==> src/design/ipv4rf_pkg.sv <==
package ipv4rf_pkg;

    localparam int unsigned MIN_HEADER_BYTES = 20;

    localparam logic [31:0] BROADCAST_ADDR = 32'hFFFF_FFFF;
    localparam logic [15:0] SUM_GOOD       = 16'hFFFF;
    localparam logic [15:0] COUNT_MAX      = 16'hFFFF;
    localparam logic [3:0]  VERSION_IPV4   = 4'd4;

    localparam logic [7:0]  PROTO_ICMP     = 8'd1;
    localparam logic [7:0]  PROTO_TCP      = 8'd6;
    localparam logic [7:0]  PROTO_UDP      = 8'd17;
    localparam logic [7:0]  ICMP_ECHO_REQ  = 8'd8;
    localparam logic [15:0] ICMP_HDR_BYTES = 16'd8;

    localparam logic [3:0] VERDICT_TCP        = 4'd0;
    localparam logic [3:0] VERDICT_UDP        = 4'd1;
    localparam logic [3:0] VERDICT_ICMP_ECHO  = 4'd2;
    localparam logic [3:0] VERDICT_ICMP_OTHER = 4'd3;
    localparam logic [3:0] VERDICT_OTHER      = 4'd4;
    localparam logic [3:0] VERDICT_SHORT      = 4'd5;
    localparam logic [3:0] VERDICT_VERSION    = 4'd6;
    localparam logic [3:0] VERDICT_HDRLEN     = 4'd7;
    localparam logic [3:0] VERDICT_CHECKSUM   = 4'd8;
    localparam logic [3:0] VERDICT_NOT_OURS   = 4'd9;

    typedef struct packed {
        logic [7:0] packet_byte;
        logic       last_byte;
    } ipv4rf_in_t;

    typedef struct packed {
        logic [3:0]  verdict;
        logic [7:0]  protocol_number;
        logic [31:0] source_address;
        logic [15:0] payload_length;
        logic [5:0]  header_length;
    } ipv4rf_out_t;

    // header state as it stands once the current word is folded in
    typedef struct packed {
        logic [15:0] byte_count;
        logic [15:0] running_sum;
        logic [7:0]  version_length;
        logic [15:0] ip_length;
        logic [7:0]  protocol;
        logic [31:0] source;
        logic [31:0] destination;
        logic [7:0]  first_payload;
    } ipv4rf_summary_t;

endpackage

==> src/design/ipv4rf_hdr_accum.sv <==
module ipv4rf_hdr_accum
    import ipv4rf_pkg::*;
(
    input  logic            aclk,
    input  logic            aresetn,
    input  logic            step,
    input  ipv4rf_in_t      word,
    output ipv4rf_summary_t summary
);

    logic [15:0] byte_count_reg, byte_count_next;
    logic [15:0] running_sum_reg, running_sum_next;
    logic [7:0]  held_high_reg, held_high_next;
    logic [7:0]  version_length_reg, version_length_next;
    logic [15:0] ip_length_reg, ip_length_next;
    logic [7:0]  protocol_reg, protocol_next;
    logic [31:0] source_reg, source_next;
    logic [31:0] destination_reg, destination_next;
    logic [7:0]  first_payload_reg, first_payload_next;

    logic [15:0] idx;
    logic [7:0]  b;
    logic [15:0] ihl;
    logic        in_header;
    logic [7:0]  held_upd;
    ipv4rf_summary_t upd;

    function automatic logic [15:0] ones_add(input logic [15:0] a, input logic [15:0] c);
        logic [16:0] s;
        s = {1'b0, a} + {1'b0, c};
        return s[15:0] + {15'd0, s[16]};
    endfunction

    always_comb begin
        idx = byte_count_reg;
        b   = word.packet_byte;

        upd.version_length = (idx == 16'd0) ? b : version_length_reg;
        ihl       = {10'd0, upd.version_length[3:0], 2'b00};
        in_header = (idx < ihl) || (idx == 16'd0);

        held_upd = (in_header && !idx[0]) ? b : held_high_reg;
        upd.running_sum = (in_header && idx[0])
                        ? ones_add(running_sum_reg, {held_high_reg, b})
                        : running_sum_reg;

        upd.ip_length    = (idx == 16'd2 || idx == 16'd3)
                         ? {ip_length_reg[7:0], b} : ip_length_reg;
        upd.protocol     = (idx == 16'd9) ? b : protocol_reg;
        upd.source       = (idx >= 16'd12 && idx <= 16'd15)
                         ? {source_reg[23:0], b} : source_reg;
        upd.destination  = (idx >= 16'd16 && idx <= 16'd19)
                         ? {destination_reg[23:0], b} : destination_reg;
        upd.first_payload = (idx == ihl && idx >= 16'(MIN_HEADER_BYTES))
                          ? b : first_payload_reg;
        upd.byte_count   = (idx == COUNT_MAX) ? idx : idx + 16'd1;

        summary = upd;

        // everything clears once the last word of a packet is taken
        if (word.last_byte) begin
            byte_count_next     = '0;
            running_sum_next    = '0;
            held_high_next      = '0;
            version_length_next = '0;
            ip_length_next      = '0;
            protocol_next       = '0;
            source_next         = '0;
            destination_next    = '0;
            first_payload_next  = '0;
        end else begin
            byte_count_next     = upd.byte_count;
            running_sum_next    = upd.running_sum;
            held_high_next      = held_upd;
            version_length_next = upd.version_length;
            ip_length_next      = upd.ip_length;
            protocol_next       = upd.protocol;
            source_next         = upd.source;
            destination_next    = upd.destination;
            first_payload_next  = upd.first_payload;
        end
    end

    always_ff @(posedge aclk) begin
        if (!aresetn) begin
            byte_count_reg     <= '0;
            running_sum_reg    <= '0;
            held_high_reg      <= '0;
            version_length_reg <= '0;
            ip_length_reg      <= '0;
            protocol_reg       <= '0;
            source_reg         <= '0;
            destination_reg    <= '0;
            first_payload_reg  <= '0;
        end else if (step) begin
            byte_count_reg     <= byte_count_next;
            running_sum_reg    <= running_sum_next;
            held_high_reg      <= held_high_next;
            version_length_reg <= version_length_next;
            ip_length_reg      <= ip_length_next;
            protocol_reg       <= protocol_next;
            source_reg         <= source_next;
            destination_reg    <= destination_next;
            first_payload_reg  <= first_payload_next;
        end
    end

endmodule

==> src/design/ipv4rf_classify.sv <==
module ipv4rf_classify
    import ipv4rf_pkg::*;
(
    input  ipv4rf_summary_t summary,
    input  logic [31:0]     own_address,
    output ipv4rf_out_t     result
);

    logic [5:0]  ihl;
    logic [15:0] ihl_wide;
    logic [15:0] payload;
    logic [3:0]  verdict;
    logic        is_echo;

    always_comb begin
        ihl      = {summary.version_length[3:0], 2'b00};
        ihl_wide = {10'd0, ihl};
        payload  = summary.ip_length - ihl_wide;
        is_echo  = (payload >= ICMP_HDR_BYTES) && (summary.byte_count > ihl_wide)
                && (summary.first_payload == ICMP_ECHO_REQ);

        priority if (summary.byte_count < 16'(MIN_HEADER_BYTES)) begin
            verdict = VERDICT_SHORT;
        end else if (summary.version_length[7:4] != VERSION_IPV4) begin
            verdict = VERDICT_VERSION;
        end else if (ihl_wide < 16'(MIN_HEADER_BYTES) || summary.byte_count < ihl_wide
                     || summary.ip_length < ihl_wide) begin
            verdict = VERDICT_HDRLEN;
        end else if (summary.running_sum != SUM_GOOD) begin
            verdict = VERDICT_CHECKSUM;
        end else if (summary.destination != own_address
                     && summary.destination != BROADCAST_ADDR) begin
            verdict = VERDICT_NOT_OURS;
        end else if (summary.protocol == PROTO_TCP) begin
            verdict = VERDICT_TCP;
        end else if (summary.protocol == PROTO_UDP) begin
            verdict = VERDICT_UDP;
        end else if (summary.protocol == PROTO_ICMP) begin
            verdict = is_echo ? VERDICT_ICMP_ECHO : VERDICT_ICMP_OTHER;
        end else begin
            verdict = VERDICT_OTHER;
        end

        result.verdict = verdict;
        if (verdict <= VERDICT_OTHER) begin
            result.protocol_number = summary.protocol;
            result.source_address  = summary.source;
            result.payload_length  = payload;
            result.header_length   = ihl;
        end else begin
            result.protocol_number = '0;
            result.source_address  = '0;
            result.payload_length  = '0;
            result.header_length   = '0;
        end
    end

endmodule

==> src/design/ipv4_receive_header_filter.sv <==
// IPv4 receive header check and filter.
// Input channel s_valid/s_ready/s_data carries one packet byte per word, in
// wire order, with last_byte set on the final byte. Output channel
// m_valid/m_ready/m_data carries one verdict per packet: the class (tcp, udp,
// icmp echo, other icmp, other protocol) or the drop reason, with protocol,
// source, payload length and header length (zeros when dropped).
// cfg_wr_en/cfg_wr_data write own_address; change it only between packets.
// Throughput: one byte per cycle sustained. Each word sits in an input
// register while the header state is updated, and the verdict of a last
// byte is then registered in the output register that drives m_valid.
// A stalled receiver holds the verdict in the output register; bytes that
// are not last keep flowing, and the last byte of the next packet waits in
// the input register, holding off further bytes, until the held verdict is taken.
// Reset (aresetn low, synchronous) clears own_address to zero, empties both
// registers and clears all header state.
module ipv4_receive_header_filter
    import ipv4rf_pkg::*;
(
    input  logic        aclk,
    input  logic        aresetn,
    input  logic        s_valid,
    output logic        s_ready,
    input  ipv4rf_in_t  s_data,
    output logic        m_valid,
    input  logic        m_ready,
    output ipv4rf_out_t m_data,
    input  logic        cfg_wr_en,
    input  logic [31:0] cfg_wr_data
);

    logic        in_valid_reg, in_valid_next;
    ipv4rf_in_t  in_word_reg;
    logic        out_valid_reg, out_valid_next;
    ipv4rf_out_t out_word_reg;
    logic [31:0] own_address_reg;

    logic            advance;
    logic            s_accept;
    ipv4rf_summary_t summary;
    ipv4rf_out_t     result;

    // a last byte only moves on when the output register has room
    assign advance  = in_valid_reg && (!in_word_reg.last_byte || !out_valid_reg || m_ready);
    assign s_ready  = !in_valid_reg || advance;
    assign s_accept = s_valid && s_ready;

    ipv4rf_hdr_accum u_accum (
        .aclk    (aclk),
        .aresetn (aresetn),
        .step    (advance),
        .word    (in_word_reg),
        .summary (summary)
    );

    ipv4rf_classify u_classify (
        .summary     (summary),
        .own_address (own_address_reg),
        .result      (result)
    );

    always_comb begin
        in_valid_next = s_accept ? 1'b1 : (advance ? 1'b0 : in_valid_reg);
        if (advance && in_word_reg.last_byte) begin
            out_valid_next = 1'b1;
        end else if (m_ready) begin
            out_valid_next = 1'b0;
        end else begin
            out_valid_next = out_valid_reg;
        end
    end

    always_ff @(posedge aclk) begin
        if (!aresetn) begin
            in_valid_reg    <= 1'b0;
            out_valid_reg   <= 1'b0;
            own_address_reg <= '0;
        end else begin
            in_valid_reg  <= in_valid_next;
            out_valid_reg <= out_valid_next;
            if (cfg_wr_en) begin
                own_address_reg <= cfg_wr_data;
            end
        end
    end

    always_ff @(posedge aclk) begin
        if (s_accept) begin
            in_word_reg <= s_data;
        end
        if (advance && in_word_reg.last_byte) begin
            out_word_reg <= result;
        end
    end

    assign m_valid = out_valid_reg;
    assign m_data  = out_word_reg;

endmodule

==> config.mk <==
export PLATFORM = sky130hd
export DESIGN_NAME = ipv4_receive_header_filter
export DESIGN_NICKNAME = d
export VERILOG_FILES = /design/src/design/ipv4rf_pkg.sv /design/src/design/ipv4rf_hdr_accum.sv /design/src/design/ipv4rf_classify.sv /design/src/design/ipv4_receive_header_filter.sv
export SDC_FILE = /design/constraint.sdc
export NUM_CORES = 1
export LEC_CHECK = 0
export BUFFER_PORTS_ARGS = -buffer_cell sky130_fd_sc_hd__buf_2
export CORE_AREA = 2 2 164 166
export CTS_BUF_LIST = sky130_fd_sc_hd__clkbuf_8
export CTS_CLUSTER_DIAMETER = 200
export DETAILED_ROUTE_END_ITERATION = 7
export DIE_AREA = 0 0 166 168
export PLACE_DENSITY = 0.74
export RECOVER_POWER = 25
export SYNTH_ARGS = -nofsm -noshare
export SYNTH_HDL_FRONTEND = slang
export SYNTH_SLANG_ARGS = --single-unit
==> constraint.sdc <==
create_clock -name aclk -period 10.26 [get_ports aclk]
set_input_delay 1.539 -clock aclk [delete_from_list [all_inputs] [get_ports aclk]]
set_output_delay 1.539 -clock aclk [all_outputs]
set_load 0.01 [all_outputs]
# After elaboration in Yosys (flattened, before gate mapping)
# Cells that the tools add are included.
[totals]
input_bits = 46
wordCells = 108
regBits = 253
output_inout_bits = 68
[classes]
add_sub_neg = 4
eq_ne = 13
n_mux = 31
n_lt_le_gt_ge = 13
n_reduce_logical = 27
[op_table]
columns = ["operator", "n"]
rows = [
  ["32-bit two-way mux", 4],
  ["16-bit two-way mux", 6],
  ["8-bit two-way mux", 8],
  ["16-bit by 6-bit < comparator with 1-bit output", 3],
  ["16-bit by 2-bit equality test with 1-bit output, second input constant", 2],
  ["16-bit by 4-bit >= comparator with 1-bit output, second input constant", 2],
  ["16-bit by 5-bit >= comparator with 1-bit output, second input constant", 2],
  ["4-bit two-way mux", 8],
  ["32-bit inequality test", 1],
  ["32-bit inequality test, second input constant", 1],
  ["16-bit by 16-bit adder with 17-bit output", 1],
  ["16-bit by 1-bit adder with 16-bit output", 1],
  ["16-bit by 1-bit adder with 16-bit output, second input constant", 1],
  ["16-bit equality test, second input constant", 1],
  ["16-bit by 4-bit equality test with 1-bit output, second input constant", 1],
  ["16-bit by 6-bit equality test with 1-bit output", 1],
  ["16-bit by 6-bit > comparator with 1-bit output", 1],
  ["16-bit by 4-bit <= comparator with 1-bit output, second input constant", 1],
  ["16-bit by 5-bit <= comparator with 1-bit output, second input constant", 1],
  ["16-bit logical NOT", 1],
  ["16-bit by 5-bit < comparator with 1-bit output, second input constant", 1],
  ["16-bit inequality test, second input constant", 1],
  ["16-bit by 6-bit subtractor with 16-bit output", 1],
  ["1-bit logical AND", 11],
  ["other kinds (12)", 27],
]

# Logic depth before layout (Yosys ltp)
[depth]
word_depth = 17
mapped_depth = 22
depth_no_buf = 19

# Modules after synthesis
# Synthesis repeated with hierarchy kept, for this count alone.
[hier_totals]
cells_unflattened = 1373
hier_area_um2 = 13784.5
[by_module_without_submodules]
columns = ["mod", "area_each_um2", "seq_area_each_um2", "instances", "cells_each"]
rows = [
  ["ipv4rf_hdr_accum", 8506.9, 2882.8, 1, 911],
  ["ipv4_receive_header_filter", 3597.2, 2932.8, 1, 190],
  ["ipv4rf_classify", 1680.4, 0.0, 1, 272],
]

# Worst setup path before layout
# No wires, ideal clock.
[synth_timing]
path_kind = "reg-to-reg"
from = "reg u_accum.byte_count_reg[0]"
to = "reg out_word_reg (netlist bit m_data[62]), data pin"
setup_slack_ns = 5.647
synth_period_minus_slack_ns = 4.613
setup_ns = 0.169
arrival_time_ns = 4.444
t_required_ns = 10.091
path_buffers = 3
stages_incl_launch_ff = 21
path_cell_list = "dfxtp_1 clkbuf_1 inv_1 ha_1 o21a_1 nand2_1 clkbuf_1 clkbuf_1 nor2_1 a21oi_1 ha_1 inv_1 fa_1 a21o_1 a221oi_2 nor2_2 nor4_1 a31oi_1 a32o_1 o41a_1 o31ai_1"
[synth_rtl]
columns = ["item", "line_no", "rtl"]
rows = [
  ["from (decl)", "ipv4rf_hdr_accum.sv:11", "logic [15:0] byte_count_reg, byte_count_next;"],
  ["from (signal assigned)", "ipv4rf_hdr_accum.sv:96", "byte_count_reg <= byte_count_next;"],
  ["to (signal assigned)", "ipv4_receive_header_filter.sv:91", "out_word_reg <= result;"],
  ["to (decl)", "ipv4_receive_header_filter.sv:34", "ipv4rf_out_t out_word_reg;"],
]

==> flow_metrics.py <==
metrics = {
    "worst_hold_path": {
        "min_from": "u_accum.version_length_reg[6]$_SDFFE_PN0P_",
        "hold_class": "flip-flop to flip-flop",
        "holdPathStages": 2,
        "hold_path_end": "u_accum.version_length_reg[6]$_SDFFE_PN0P_",
    },
    "power_and_ir_drop": {
        "swShare_pct": 25.3,
        "power_density_nw_per_um2": 132,
        "p_sw_w": 0.000528,
        "pwr-share-comb_pct": 7.6,
        "vdd_ir_drop_max_uv": 111,
        "power_frac_clock_pct": 42.1,
        "p_seq_share_pct": 50.2,
        "p_leak_nw": 5.84,
        "intPower_w": 0.00156,
    },
    "run": {
        "cap_violations": 2,
    },
    "worst_setup_path": {
        "rr_endpoint": "m_data[65]$_DFFE_PP_",
        "required_ps": 10530,
        "worst_setup_path_start_kind": "flip-flop",
        "cp_slowest_cell": "mux2i_1",
        "cp-end-kind": "flip-flop",
        "r2r_cells": 17,
        "max_stage_delay_ps": 720,
        "path_max_fanout": 62,
        "setup.worst_path.class": "flip-flop to flip-flop",
        "path_cells": "inv_1, ha_1, nor3b_1, and4_1, mux2i_1, ha_1, nor2b_1, o21a_1, o21a_1, o21ai_0, nand2_1, nor4b_1, o2111ai_1, a22oi_2, nand4b_4, buf_4, nor2b_1",
        "worstReg2RegStart": "u_accum.byte_count_reg[0]$_SDFFE_PN0P_",
        "critPathArrivalTime_ps": 5870,
        "r2r_slack_ps": 4670,
    },
    "sta": {
        "hold_violations": 0,
        "maxSlewHeadroom_pct": -126,
        "fin_crit_sh_pct": 54.5,
        "finalCriticalPeriod_ps": 5590,
        "finClkSkew_ps": 17.0,
        "rsz0062_at_grt": "false",
        "finalSetupTns_ps": 0,
        "max_freq_mhz": 179,
        "slew_violations": 98,
        "setup_viol": 0,
        "worst_pin_slew_ps": 3390,
    },
    "synthesis": {
        "synthTopCellsByArea": "dfxtp_1 (25%), edfxtp_1 (15%), nor2b_1 (7.6%)",
        "synth_seq_cells": 251,
        "ys_async_sr_fraction_pct": 0,
        "yosysWarnings": 0,
        "synth_area_leader_cell": "dfxtp_1",
        "syn_area_sq_um": 14200,
        "synth-main-ff-cell": "dfxtp_1",
        "synth_area_per_cell_sq_um": 9.52,
        "synth_edf_count": 73,
        "synth_top_area_share_pct": 25.1,
        "synthesis.instances": 1493,
        "ys_seq_area_share_pct": 40.5,
        "synthDistinctLibCells": 86,
    },
    "detailed_routing": {
        "ant_nets": 0,
        "first_iter_violations": 1113,
        "drt-pass1-iter-count": 5,
        "wl_um": 35800,
        "vias_per_cell": 5.96,
        "route.detailed.drc": 0,
        "num_vias": 11579,
        "wire_per_inst_um": 18.4,
    },
    "global_routing": {
        "grt_pass1_vias": 10955,
        "met3_usage_pct": 3.31,
        "top_usage_layer": "met2",
        "grt_util_met1_pct": 36.0,
        "overflow": 0,
        "grt_max_degree": 91,
        "grt_util_all_layers_pct": 25.2,
        "antenna_found_initial": 0,
        "grt_pass1_wl_um": 58200,
        "grt_util_met2_pct": 39.9,
    },
    "floorplan": {
        "start_util_pct": 53.9,
        "die_w_um": 166,
        "die_area_sq_um": 27900,
        "rows": 60,
        "io_pins": 114,
        "core_area_sq_um": 26400,
        "die_y_um": 168,
    },
    "run_status": {
        "violations": "capacitance limit, slew limit",
        "status": "finished, violations left",
    },
    "clock_network": {
        "path_clk_slew_ps": 60,
        "clock_path_buffers": 3,
        "htree_levels": 2,
        "cts_tree": "built",
        "clockRootBuffer": "clkbuf_8",
        "cts.sinks": 251,
        "holdBufCountCts": 0,
        "clk_latency_ps": 570,
        "postCtsResizedCells": 0,
        "cts_buffers": 42,
        "post-cts-setup-buffer-count": 0,
    },
    "finish": {
        "layout.cells.non_filler": 1943,
        "largest_reg_flops": 64,
        "antenna-diode-count": 0,
        "area_delta_synth_final_pct": 10.9,
        "drive_gt1_share_pct": 17.9,
        "nets": 1649,
    },
    "placement": {
        "dp_hpwl_um": 24200,
        "numPortBuffers": 111,
        "dp.cells": 1865,
        "place.gp.congestion": 0.926,
    },
}
[power by group through the flow]
stage          registers (W)  clock network, W  logic, W
6_report             0.00105          0.000879  0.000160
2_1_floorplan        0.00106                 0  0.000112
3_5_place_dp         0.00107                 0  0.000158
4_1_cts              0.00105          0.000894  0.000159
5_1_grt              0.00105          0.000939  0.000175
3_3_place_gp         0.00107                 0  0.000156
[cell usage in the layout, fill, tap and decap left out, types with 18 or more instances in the layout]
cell type,n
dfxtp_1,178
nor2b_1,172
a22oi_1,115
buf_2,108
mux2i_1,96
nand2_1,74
edfxtp_1,73
nor2_1,70
nor3_2,59
inv_1,52
clkbuf_8,52
o21ai_0,45
xnor2_1,44
a21oi_1,43
ha_1,33
nand4_1,32
nand3_1,28
xor2_1,27
and2_1,26
buf_4,21
nor4_1,18
[worst max path at each step]
stage	start	to	slack, ps
finish	u_accum.byte_count_reg[0]$_SDFFE_PN0P_	m_data[65]$_DFFE_PP_	4670
global route	u_accum.byte_count_reg[0]$_SDFFE_PN0P_	m_data[18]$_SDFFCE_PN0P_	4240
CTS	u_accum.byte_count_reg[0]$_SDFFE_PN0P_	m_data[65]$_DFFE_PP_	4710
detailed placement	u_accum.byte_count_reg[0]$_SDFFE_PN0P_	m_data[65]$_DFFE_PP_	4740
global placement	u_accum.byte_count_reg[0]$_SDFFE_PN0P_	m_data[65]$_DFFE_PP_	4960
floorplan	u_accum.byte_count_reg[0]$_SDFFE_PN0P_	m_data[62]$_DFFE_PP_	5650
[worst max-delay path, delay by kind of cell (launching register included)]
kind | cells | cell delay, ps
AO/OA/AOI/OAI | 5 | 1110
buffers and inverters | 2 | 560
flip-flops | 1 | 420
adder cells (fa/ha/maj) | 2 | 550
AND/OR/NAND/NOR | 7 | 1910
multiplexers | 1 | 720
[logic make-up after synthesis]
logic type / share of synthesized area (%)
DFF: 40.5
other: 0.0264
AOI/OAI and AO/OA: 15.7
xor gates and xnor gates: 4.38
and+or+nand+nor: 24.9
buffers and inverters: 4.21
muxes: 6.95
adders and majority gates: 3.27
[synthesized netlist by cell type (28+ instances only)]
cell type / number
nor2_1: 70
a21oi_1: 43
edfxtp_1: 73
dfxtp_1: 178
nor3_2: 59
clkbuf_1: 74
ha_1: 33
nand4_1: 32
mux2i_1: 96
xnor2_1: 44
nand2_1: 74
a22oi_1: 115
o21ai_0: 46
inv_1: 37
nand3_1: 28
nor2b_1: 172
[per-stage QoR]
stage / utilization (%) / cell area, sq um / total power, W / hold slack (ps) / worst slack (ps)
4_1_cts: 59.8 / 15800 / 0.00210 / 471 / 4710
6_report: 59.8 / 15800 / 0.00209 / 471 / 4670
3_5_place_dp: 56.6 / 14900 / 0.00123 / 462 / 4740
5_1_grt: 59.8 / 15800 / 0.00216 / 492 / 4240
2_1_floorplan: - / 14200 / 0.00118 / 436 / 5650
3_3_place_gp: 56.6 / 14900 / 0.00122 / 448 / 4960
[area by class of cell]
| class | instances | area, sq um |
|---|---|---|
| clock inverter | 26 | 130 |
| multi-input combinational | 1102 | 7880 |
| timing repair buffer | 133 | 713 |
| clock buffer | 52 | 716 |
| tap | 341 | 427 |
| sequential | 251 | 5760 |
| inverter | 38 | 143 |
| fill | 2269 | 10600 |
[layer usage]
layer | part of all wire (%) | vias to the layer above | routed length (um)
li1 | - | 5623 | -
met1 | 47 | 5496 | 16700
met2 | 45 | 395 | 16000
met3 | 6.2 | 65 | 2220
met4 | 2.5 | 0 | 884
met5 | 0 | - | 0
No activity file was read; power rests on OpenSTA's default activity.
